### src/hw/rtl/kdr_pkg.sv
package kdr_pkg;

    localparam int SOFT_TIMERS_DEF = 8;
    localparam int FLAG_W = 12;
    localparam int FLAG_DICE = 3;
    localparam int FLAG_TIMER0 = 4;
    localparam int FLAG_CHRONO0 = 10;
    localparam int GENERAL_FLAGS = 6;

    localparam logic [1:0] MODE_TICK = 2'd0;
    localparam logic [1:0] MODE_KEY = 2'd1;
    localparam logic [1:0] MODE_LOAD = 2'd2;
    localparam logic [1:0] MODE_CLEAR = 2'd3;

    localparam logic [2:0] REG_DEBOUNCE = 3'd0;
    localparam logic [2:0] REG_RDELAY = 3'd1;
    localparam logic [2:0] REG_RPERIOD = 3'd2;
    localparam logic [2:0] REG_BATTERY = 3'd3;
    localparam logic [2:0] REG_ALARM1 = 3'd4;
    localparam logic [2:0] REG_ALARM2 = 3'd5;

    typedef struct packed {
        logic [7:0]  debounce_ticks;
        logic [15:0] repeat_delay;
        logic [7:0]  repeat_period;
        logic [31:0] battery_period;
        logic [31:0] alarm1;
        logic [31:0] alarm2;
    } cfg_t;

    typedef struct packed {
        logic        start;
        logic [31:0] dividend;
        logic [31:0] divisor;
    } div_req_t;

    typedef struct packed {
        logic        done;
        logic        zero_rem;
    } div_rsp_t;

endpackage

### src/hw/rtl/kdr_divider.sv
module kdr_divider (
    input  logic                clk,
    input  logic                rst_n,
    input  kdr_pkg::div_req_t   req,
    output kdr_pkg::div_rsp_t   rsp
);
    import kdr_pkg::*;

    logic [31:0] quot_reg, quot_next;
    logic [32:0] rem_reg, rem_next;
    logic [31:0] dsr_reg, dsr_next;
    logic [5:0]  cnt_reg, cnt_next;
    logic        busy_reg, busy_next;
    logic        done_reg, done_next;
    logic [32:0] trial;

    always_comb
    begin
        quot_next = quot_reg;
        rem_next = rem_reg;
        dsr_next = dsr_reg;
        cnt_next = cnt_reg;
        busy_next = busy_reg;
        done_next = 1'b0;
        trial = {rem_reg[31:0], quot_reg[31]} - {1'b0, dsr_reg};
        if (req.start)
        begin
            quot_next = req.dividend;
            rem_next = '0;
            dsr_next = req.divisor;
            cnt_next = 6'd32;
            busy_next = 1'b1;
        end
        else if (busy_reg)
        begin
            if (!trial[32])
            begin
                rem_next = trial;
            end
            else
            begin
                rem_next = {rem_reg[31:0], quot_reg[31]};
            end
            quot_next = {quot_reg[30:0], 1'b0};
            cnt_next = cnt_reg - 6'd1;
            if (cnt_reg == 6'd1)
            begin
                busy_next = 1'b0;
                done_next = 1'b1;
            end
        end
    end

    always_ff @(posedge clk or negedge rst_n)
    begin
        if (!rst_n)
        begin
            busy_reg <= 1'b0;
            done_reg <= 1'b0;
            cnt_reg <= '0;
        end
        else
        begin
            busy_reg <= busy_next;
            done_reg <= done_next;
            cnt_reg <= cnt_next;
        end
    end

    always_ff @(posedge clk)
    begin
        quot_reg <= quot_next;
        rem_reg <= rem_next;
        dsr_reg <= dsr_next;
    end

    assign rsp.done = done_reg;
    assign rsp.zero_rem = (rem_reg == '0);

endmodule

### src/hw/rtl/kdr_timer_mem.sv
module kdr_timer_mem #(
    parameter int DEPTH = kdr_pkg::SOFT_TIMERS_DEF
) (
    input  logic                     clk,
    input  logic                     we,
    input  logic [$clog2(DEPTH)-1:0] waddr,
    input  logic [31:0]              wdata,
    input  logic [$clog2(DEPTH)-1:0] raddr,
    output logic [31:0]              rdata
);
    import kdr_pkg::*;

    logic [31:0] mem [DEPTH];

    always_ff @(posedge clk)
    begin
        if (we)
        begin
            mem[waddr] <= wdata;
        end
        rdata <= mem[raddr];
    end

endmodule

### src/hw/rtl/key_debounce_repeat_and_soft_timers.sv
// Sequence: a key edge, load or clear is captured, applied and then offered as a result; a tick
// also walks the timer memory and, for each running chronograph with its alarm set, runs a
// 32-step modulo on the divider before its result is offered.
// Throughput: one item at a time; the next transfer is taken once the result has gone.
// Reset: all counters, flags, the timer valid bits and the configuration registers go to their defaults.
// Timer memory entries read as zero until written, through per-entry valid bits.
module key_debounce_repeat_and_soft_timers #(
    parameter int SOFT_TIMERS = kdr_pkg::SOFT_TIMERS_DEF
) (
    input  logic        clk,
    input  logic        rst_n,
    input  logic        s_axis_tvalid,
    output logic        s_axis_tready,
    // tdata fields from bit 0: mode[2], key_group[2], keys_held[3], control_bits[3],
    // timer_index[3], load_value[32], clear_flags[12], clear_chronos[2], zero fill
    input  logic [63:0] s_axis_tdata,
    output logic        m_axis_tvalid,
    input  logic        m_axis_tready,
    // tdata fields from bit 0: event_flags[12], key_tone[1], battery_check[1],
    // tick_count[32], chrono1_snapshot[32], chrono2_snapshot[32], zero fill
    output logic [111:0] m_axis_tdata,
    input  logic        cfg_we,
    input  logic [2:0]  cfg_index,
    input  logic [31:0] cfg_data
);
    import kdr_pkg::*;

    localparam int TW = $clog2(SOFT_TIMERS);
    localparam logic [TW-1:0] LAST_T = TW'(SOFT_TIMERS - 1);
    localparam logic [TW-1:0] DICE_T = TW'(SOFT_TIMERS - 2);

    localparam logic [2:0] ST_IDLE = 3'd0;
    localparam logic [2:0] ST_KEYS = 3'd1;
    localparam logic [2:0] ST_WALK = 3'd2;
    localparam logic [2:0] ST_DIV = 3'd3;
    localparam logic [2:0] ST_WAIT = 3'd4;
    localparam logic [2:0] ST_OUT = 3'd5;

    cfg_t cfg_reg;
    logic [2:0] state_reg;
    logic [63:0] item_reg;
    logic [7:0] deb_reg [3];
    logic [15:0] rst_cnt_reg [2];
    logic [7:0] rate_reg [2];
    logic [31:0] chr_reg [2];
    logic [31:0] snap_reg [2];
    logic [FLAG_W-1:0] flags_reg;
    logic [31:0] ticks_reg;
    logic tone_reg, batt_reg;
    logic [SOFT_TIMERS-1:0] tvalid_reg;
    logic [TW:0] walk_reg;
    logic ch_reg;
    logic chinc_reg;

    logic [1:0] i_mode, i_grp;
    logic [2:0] i_held, i_ctrl, i_tidx;
    logic [31:0] i_load;
    logic [11:0] i_clrf;
    logic [1:0] i_clrc;

    assign i_mode = item_reg[1:0];
    assign i_grp = item_reg[3:2];
    assign i_held = item_reg[6:4];
    assign i_ctrl = item_reg[9:7];
    assign i_tidx = item_reg[12:10];
    assign i_load = item_reg[44:13];
    assign i_clrf = item_reg[56:45];
    assign i_clrc = item_reg[58:57];

    logic mem_we;
    logic [TW-1:0] mem_waddr, mem_raddr, walk_idx, prev_idx;
    logic [31:0] mem_wdata, mem_rdata, tval;
    div_req_t dreq;
    div_rsp_t drsp;
    logic [31:0] alarm_sel, chr_inc;

    assign walk_idx = walk_reg[TW-1:0];
    assign prev_idx = TW'(walk_reg - 1'b1);
    assign mem_raddr = walk_idx;
    assign tval = tvalid_reg[prev_idx] ? mem_rdata : 32'd0;
    assign alarm_sel = ch_reg ? cfg_reg.alarm2 : cfg_reg.alarm1;
    assign chr_inc = chr_reg[ch_reg] + 32'd1;

    always_comb
    begin
        mem_we = 1'b0;
        mem_waddr = prev_idx;
        mem_wdata = tval - 32'd1;
        if (state_reg == ST_KEYS && i_mode == MODE_LOAD
            && {29'd0, i_tidx} < 32'(SOFT_TIMERS))
        begin
            mem_we = 1'b1;
            mem_waddr = TW'(i_tidx);
            mem_wdata = i_load;
        end
        else if (state_reg == ST_WALK && walk_reg != '0 && tval != 32'd0)
        begin
            mem_we = 1'b1;
            if (prev_idx == LAST_T && tval == 32'd1)
            begin
                mem_wdata = cfg_reg.battery_period;
            end
        end
    end

    kdr_timer_mem #(.DEPTH(SOFT_TIMERS)) u_mem (
        .clk(clk), .we(mem_we), .waddr(mem_waddr), .wdata(mem_wdata),
        .raddr(mem_raddr), .rdata(mem_rdata)
    );

    assign dreq.start = (state_reg == ST_DIV) && chinc_reg && (alarm_sel != 32'd0);
    assign dreq.dividend = chr_reg[ch_reg];
    assign dreq.divisor = alarm_sel;

    kdr_divider u_div (.clk(clk), .rst_n(rst_n), .req(dreq), .rsp(drsp));

    assign s_axis_tready = (state_reg == ST_IDLE);
    assign m_axis_tvalid = (state_reg == ST_OUT);
    assign m_axis_tdata = {2'b00, snap_reg[1], snap_reg[0], ticks_reg, batt_reg, tone_reg,
                           flags_reg};

    always_ff @(posedge clk or negedge rst_n)
    begin
        if (!rst_n)
        begin
            cfg_reg <= '{8'd20, 16'd500, 8'd100, 32'd60000, 32'd0, 32'd0};
        end
        else if (cfg_we)
        begin
            unique case (cfg_index)
                REG_DEBOUNCE: cfg_reg.debounce_ticks <= cfg_data[7:0];
                REG_RDELAY: cfg_reg.repeat_delay <= cfg_data[15:0];
                REG_RPERIOD: cfg_reg.repeat_period <= cfg_data[7:0];
                REG_BATTERY: cfg_reg.battery_period <= cfg_data;
                REG_ALARM1: cfg_reg.alarm1 <= cfg_data;
                REG_ALARM2: cfg_reg.alarm2 <= cfg_data;
                default: ;
            endcase
        end
    end

    always_ff @(posedge clk)
    begin
        if (s_axis_tvalid && s_axis_tready)
        begin
            item_reg <= s_axis_tdata;
        end
    end

    always_ff @(posedge clk or negedge rst_n)
    begin
        logic [FLAG_W-1:0] f;
        logic t;
        logic [7:0] d;
        logic [15:0] rs;
        logic [7:0] rr;
        logic h;
        if (!rst_n)
        begin
            state_reg <= ST_IDLE;
            for (int g = 0; g < 3; g++)
            begin
                deb_reg[g] <= '0;
            end
            for (int g = 0; g < 2; g++)
            begin
                rst_cnt_reg[g] <= '0;
                rate_reg[g] <= '0;
                chr_reg[g] <= '0;
                snap_reg[g] <= '0;
            end
            flags_reg <= '0;
            ticks_reg <= '0;
            tone_reg <= 1'b0;
            batt_reg <= 1'b0;
            tvalid_reg <= '0;
            walk_reg <= '0;
            ch_reg <= 1'b0;
            chinc_reg <= 1'b0;
        end
        else
        begin
            unique case (state_reg)
                ST_IDLE:
                begin
                    if (s_axis_tvalid)
                    begin
                        state_reg <= ST_KEYS;
                    end
                end
                ST_KEYS:
                begin
                    batt_reg <= 1'b0;
                    walk_reg <= '0;
                    if (i_mode != MODE_TICK)
                    begin
                        tone_reg <= 1'b0;
                        state_reg <= ST_OUT;
                    end
                    case (i_mode)
                        MODE_TICK:
                        begin
                            f = flags_reg;
                            t = 1'b0;
                            for (int g = 0; g < 3; g++)
                            begin
                                h = i_held[g];
                                d = deb_reg[g];
                                if (d != 8'd0)
                                begin
                                    d = d - 8'd1;
                                    if (d == 8'd0)
                                    begin
                                        f[g] = 1'b1;
                                        if (h)
                                        begin
                                            t = 1'b1;
                                        end
                                    end
                                end
                                deb_reg[g] <= d;
                                if (g < 2)
                                begin
                                    rs = rst_cnt_reg[g];
                                    rr = rate_reg[g];
                                    if (deb_reg[g] == 8'd1 && h && i_ctrl[0])
                                    begin
                                        rs = cfg_reg.repeat_delay;
                                    end
                                    if (rs != 16'd0)
                                    begin
                                        rs = rs - 16'd1;
                                        if (rs == 16'd0 && h)
                                        begin
                                            rr = cfg_reg.repeat_period;
                                        end
                                    end
                                    if (rr != 8'd0)
                                    begin
                                        rr = rr - 8'd1;
                                        if (rr == 8'd0 && h)
                                        begin
                                            rr = cfg_reg.repeat_period;
                                            f[g] = 1'b1;
                                        end
                                    end
                                    rst_cnt_reg[g] <= rs;
                                    rate_reg[g] <= rr;
                                end
                            end
                            flags_reg <= f;
                            tone_reg <= t;
                            ticks_reg <= ticks_reg + 32'd1;
                            state_reg <= ST_WALK;
                        end
                        MODE_KEY:
                        begin
                            if (i_grp != 2'd3)
                            begin
                                deb_reg[i_grp] <= cfg_reg.debounce_ticks;
                            end
                        end
                        MODE_LOAD:
                        begin
                            if ({29'd0, i_tidx} < 32'(SOFT_TIMERS))
                            begin
                                tvalid_reg[TW'(i_tidx)] <= 1'b1;
                            end
                        end
                        default:
                        begin
                            flags_reg <= flags_reg & ~i_clrf;
                            for (int c = 0; c < 2; c++)
                            begin
                                if (i_clrc[c])
                                begin
                                    chr_reg[c] <= '0;
                                    snap_reg[c] <= '0;
                                end
                            end
                        end
                    endcase
                end
                ST_WALK:
                begin
                    walk_reg <= walk_reg + 1'b1;
                    if (walk_reg != '0)
                    begin
                        if (tval != 32'd0)
                        begin
                            tvalid_reg[prev_idx] <= 1'b1;
                        end
                        if (tval == 32'd1)
                        begin
                            if (prev_idx == LAST_T)
                            begin
                                batt_reg <= 1'b1;
                            end
                            else if (prev_idx == DICE_T)
                            begin
                                flags_reg[FLAG_DICE] <= 1'b1;
                            end
                            else if (32'(prev_idx) < GENERAL_FLAGS)
                            begin
                                flags_reg[FLAG_TIMER0 + 32'(prev_idx)] <= 1'b1;
                            end
                        end
                        if (prev_idx == LAST_T)
                        begin
                            ch_reg <= 1'b0;
                            chinc_reg <= 1'b0;
                            state_reg <= ST_DIV;
                        end
                    end
                end
                ST_DIV:
                begin
                    if (!chinc_reg)
                    begin
                        if (i_ctrl[{1'b0, ch_reg} + 2'd1])
                        begin
                            chr_reg[ch_reg] <= chr_inc;
                            chinc_reg <= 1'b1;
                        end
                        else if (ch_reg)
                        begin
                            state_reg <= ST_OUT;
                        end
                        else
                        begin
                            ch_reg <= 1'b1;
                        end
                    end
                    else if (alarm_sel != 32'd0)
                    begin
                        state_reg <= ST_WAIT;
                    end
                    else
                    begin
                        chinc_reg <= 1'b0;
                        if (ch_reg)
                        begin
                            state_reg <= ST_OUT;
                        end
                        else
                        begin
                            ch_reg <= 1'b1;
                        end
                    end
                end
                ST_WAIT:
                begin
                    if (drsp.done)
                    begin
                        if (drsp.zero_rem)
                        begin
                            snap_reg[ch_reg] <= chr_reg[ch_reg];
                            flags_reg[FLAG_CHRONO0 + 32'(ch_reg)] <= 1'b1;
                        end
                        chinc_reg <= 1'b0;
                        if (ch_reg)
                        begin
                            state_reg <= ST_OUT;
                        end
                        else
                        begin
                            ch_reg <= 1'b1;
                            state_reg <= ST_DIV;
                        end
                    end
                end
                ST_OUT:
                begin
                    if (m_axis_tready)
                    begin
                        state_reg <= ST_IDLE;
                    end
                end
                default: state_reg <= ST_IDLE;
            endcase
        end
    end

    a_one_side: assert property (@(posedge clk) disable iff (!rst_n)
        !(s_axis_tready && m_axis_tvalid)) else $error("input and output open together");
    a_result_holds: assert property (@(posedge clk) disable iff (!rst_n)
        m_axis_tvalid && !m_axis_tready |=> m_axis_tvalid && $stable(m_axis_tdata))
        else $error("result changed while stalled");
    a_flags_only_nontick: assert property (@(posedge clk) disable iff (!rst_n)
        m_axis_tvalid && item_reg[1:0] != MODE_TICK |-> !m_axis_tdata[12] && !m_axis_tdata[13])
        else $error("tone or battery pulse on a non-tick item");

endmodule

### config.mk
export PLATFORM = sky130hd
export DESIGN_NAME = key_debounce_repeat_and_soft_timers
export DESIGN_NICKNAME = d
export VERILOG_FILES = /design/src/hw/rtl/kdr_pkg.sv /design/src/hw/rtl/kdr_divider.sv /design/src/hw/rtl/kdr_timer_mem.sv /design/src/hw/rtl/key_debounce_repeat_and_soft_timers.sv
export SDC_FILE = /design/constraint.sdc
export NUM_CORES = 1
export LEC_CHECK = 0
export BUFFER_PORTS_ARGS = -buffer_cell sky130_fd_sc_hd__buf_2
export CAP_MARGIN = 10
export CORE_MARGIN = 2
export CORE_UTILIZATION = 30
export DETAILED_ROUTE_END_ITERATION = 8
export GPL_TIMING_DRIVEN = 0
export PLACE_DENSITY = 0.54
export SLEW_MARGIN = 20
export SYNTH_ARGS = -nofsm -noshare
export SYNTH_HDL_FRONTEND = slang
export SYNTH_SLANG_ARGS = --single-unit
### constraint.sdc
create_clock -name clk -period 9.42 [get_ports clk]
set_clock_uncertainty 0.15 [all_clocks]
set_input_delay 0 -clock clk [delete_from_list [all_inputs] [get_ports clk]]
set_output_delay 0 -clock clk [all_outputs]
set_load 0.03 [all_outputs]
==> metrics.md <==
| Metric | Value |
|---|---|
| Status | `finished, final reports clean` |
| Post-synthesis async set-or-reset flop share | `0.473` |
| Nets | `4,112` |
| Final Setup Violations | `0` |
| Gr usage total | `0.173` |
| First-pass GRT wire length | `181 mm` |
| Final critical-path required period | `8.49 ns` |
| H-Tree Depth | `3` |
| Fin crit share | `0.901` |
| Max stage delay cell, worst path | `edfxtp_1` |
| Routed Antenna Nets | `0` |
| Leak pwr | `0.0186 µW` |
| # DRC | `0` |
| Largest register FFs | `256` |
| Commonest non-fill, non-tap cell in the layout | `dfrtp_1` |
| Worst Setup Path Type | `reg -> reg` |
| Critical Path Source Type | `register` |
| Ports | `218` |
| Share of post-route cells with drive strength above 1 | `0.187` |
| Crit path largest cell delay | `0.60 ns` |
| Number of distinct library cells after synthesis | `93` |
| Max cap viols | `0` |
| Total Routed Length | `119 mm` |
| Total number of vias | `29,300` |
| Port-buffer cells | `209` |
| Cells after synthesis | `3,443` |
| Total power | `15,000 µW` |
| Crit path max fanout | `10` |
| TritonCTS clock tree | `built` |
| Final instance area | `0.0487 mm²` |
| # fillers | `12,900` |
| Starting Density | `0.303` |
| Via density | `5.07` |
| Register area share after synthesis | `0.569` |
| DP Wirelength | `84.5 mm` |
| Post-DP Area | `0.0437 mm²` |
| Largest net degree at the start of global routing | `93` |
| Hold Path Class | `in -> reg` |
| Slew Limit Fails | `0` |
| Crit path arrival time | `8.93 ns` |
| Finished Layout Cells | `5,781` |
| Initial DRC count | `2,432` |
| Die Width | `368 µm` |
| Wirelength per Cell | `20.6 µm` |
| Clock Latency Late Sink | `0.72 ns` |
| Predominant post-synthesis flop cell | `dfrtp_1` |
| Antenna violations before repair | `6` |
| Req. time, crit path | `9.87 ns` |
| Max Root-Sink Buffers | `3` |
| Unrepaired setup endpoints after global routing | `no` |
| Fin util | `0.370` |
| Worst-path clk slew | `0.06 ns` |
| Area growth, synth to finish | `22.2%` |
| GRT overflow | `0` |
| GPL Wtd Cong | `0.872` |
| # rows | `133` |
| WHS | `0.0535 ns` |
| DIE AREA | `0.136 mm²` |
| Core area | `0.132 mm²` |
| Num CTS Buffers | `95` |
| Vias in the first global route | `28,700` |
| Worst reg2reg path depth | `30` |
| Hold depth | `3` |
| Least-Margin Pin Slew | `1.16 ns` |
| Fin. Hold Viols | `0` |
| Root buffer cell | `clkbuf_16` |
| Post-Syn Area | `0.0399 mm²` |
| Max IR drop VDD | `186 µV` |
| Post-synth EDFFs | `379` |
| Clock tree sinks | `843` |
| Rel. slew slack | `0.220` |
| Reg2reg setup slack | `0.93 ns` |
| Pre-Repair DR Iteration Count | `5` |
| Highest Clock Rate | `0.118 GHz` |
| Yosys reg bits | `843` |
| Syn avg cell area | `11.6 µm²` |
| YS warnings | `0` |
| Commonest cells after routing, fill and taps aside | `dfrtp_1, edfxtp_1, nand2_1, o21ai_0, nor2_1` |
| Type of destination of the critical path | `register` |
| Die Y | `368 µm` |
| Pwr dens | `307 mW/mm²` |
| Dpl cells | `5,429` |
-- power by group --
group | switching (µW) | internal [µW]
Sequential | 567 | 5140
Clock | 1600 | 2190
Combinational | 3390 | 2070
-- critical path, delay by kind of cell, from the launching register on --
kind	cells	cell delay, ns
simple gates	11	2.91
xor+xnor	2	0.29
fa+ha+maj	2	0.51
mux	4	1.15
flops	1	0.60
compound gates	4	0.40
buf+inv	7	2.33
-- logic make-up (layout without fill, tap and decap cells) --
kind of cell             count (synthesis)  count (layout)  synth area share
AO/OA/AOI/OAI                          722             722             0.112
XOR/XNOR                               143             143            0.0314
adder cells (fa/ha/maj)                 66              66            0.0209
buffers and inverters                  266             847            0.0262
flip-flops                             843             843             0.569
multiplexers                           342             342             0.113
other                                    1               3         0.0000941
AND/OR/NAND/NOR                       1060            1060             0.128
-- area by class of cell --
type | count | area [µm²] | area share
diodes | 1 | 2.50 | 0.0000514
plain buffers | 189 | 759 | 0.0156
clock buffers | 136 | 2700 | 0.0555
clock inverters | 44 | 529 | 0.0109
inverters | 77 | 289 | 0.00593
multi-input cells | 2335 | 16200 | 0.333
flip-flops and latches | 843 | 22700 | 0.466
well taps | 1755 | 2200 | 0.0451
repair buffers | 401 | 3300 | 0.0678
-- synth_stat cells (36+ instances only) --
cell type | number | area share
ha_1 | 65 | 0.020
xnor2_1 | 96 | 0.021
edfxtp_1 | 379 | 0.29
dfxtp_1 | 65 | 0.033
xor2_1 | 47 | 0.010
clkbuf_1 | 151 | 0.014
o21ai_0 | 278 | 0.035
mux2_2 | 196 | 0.055
a21oi_1 | 179 | 0.022
mux2i_1 | 80 | 0.020
nor2_1 | 259 | 0.024
nor4_1 | 49 | 0.0077
dfrtp_1 | 381 | 0.24
o31ai_1 | 39 | 0.0073
nand2b_1 | 38 | 0.0060
mux4_2 | 66 | 0.037
inv_1 | 77 | 0.0073
nand3_1 | 52 | 0.0065
nor3_1 | 73 | 0.0092
nand2_1 | 370 | 0.035
a211oi_1 | 36 | 0.0068
-- final timing paths --
kind | startpoint | to
min | cfg_data[25] | cfg_reg[89]
min reg2reg | tvalid_reg[0] | tvalid_reg[0]
min in group asynchronous | rst_n | m_axis_tdata[99]
max reg2reg | item_reg[5] | rate_reg[0]
max in group asynchronous | rst_n | cfg_reg[73]
max | item_reg[5] | rate_reg[0]
-- per-stage QoR --
| stage | setup slack [ns] | TNS, ns |
|---|---|---|
| 6_report | 0.933 | 0 |
| 2_1_floorplan | 2.81 | 0 |
| 3_5_place_dp | 0.880 | 0 |
| 4_1_cts | 0.830 | 0 |
| 3_3_place_gp | -0.531 | -161.49 |
| 5_1_grt | 0.176 | 0 |
-- what timing repair did --
action | 4_1_cts | 5_1_grt
hold buffers | 171 | 0
endpoints found under the hold margin | 470 | 0
setup buffers | 0 | 0
resized for setup | 0 | 1
setup endpoints to repair | 0 | 1
-- metal layers --
metal  wire (µm)  vias up  GRT usage
li1            -    13600          -
met1       54300    14600      0.242
met2       55200      891      0.276
met3        6690      175     0.0296
met4        3090        0     0.0479
met5           0        -          0
Note: power is estimated with default switching activity, not from simulation.
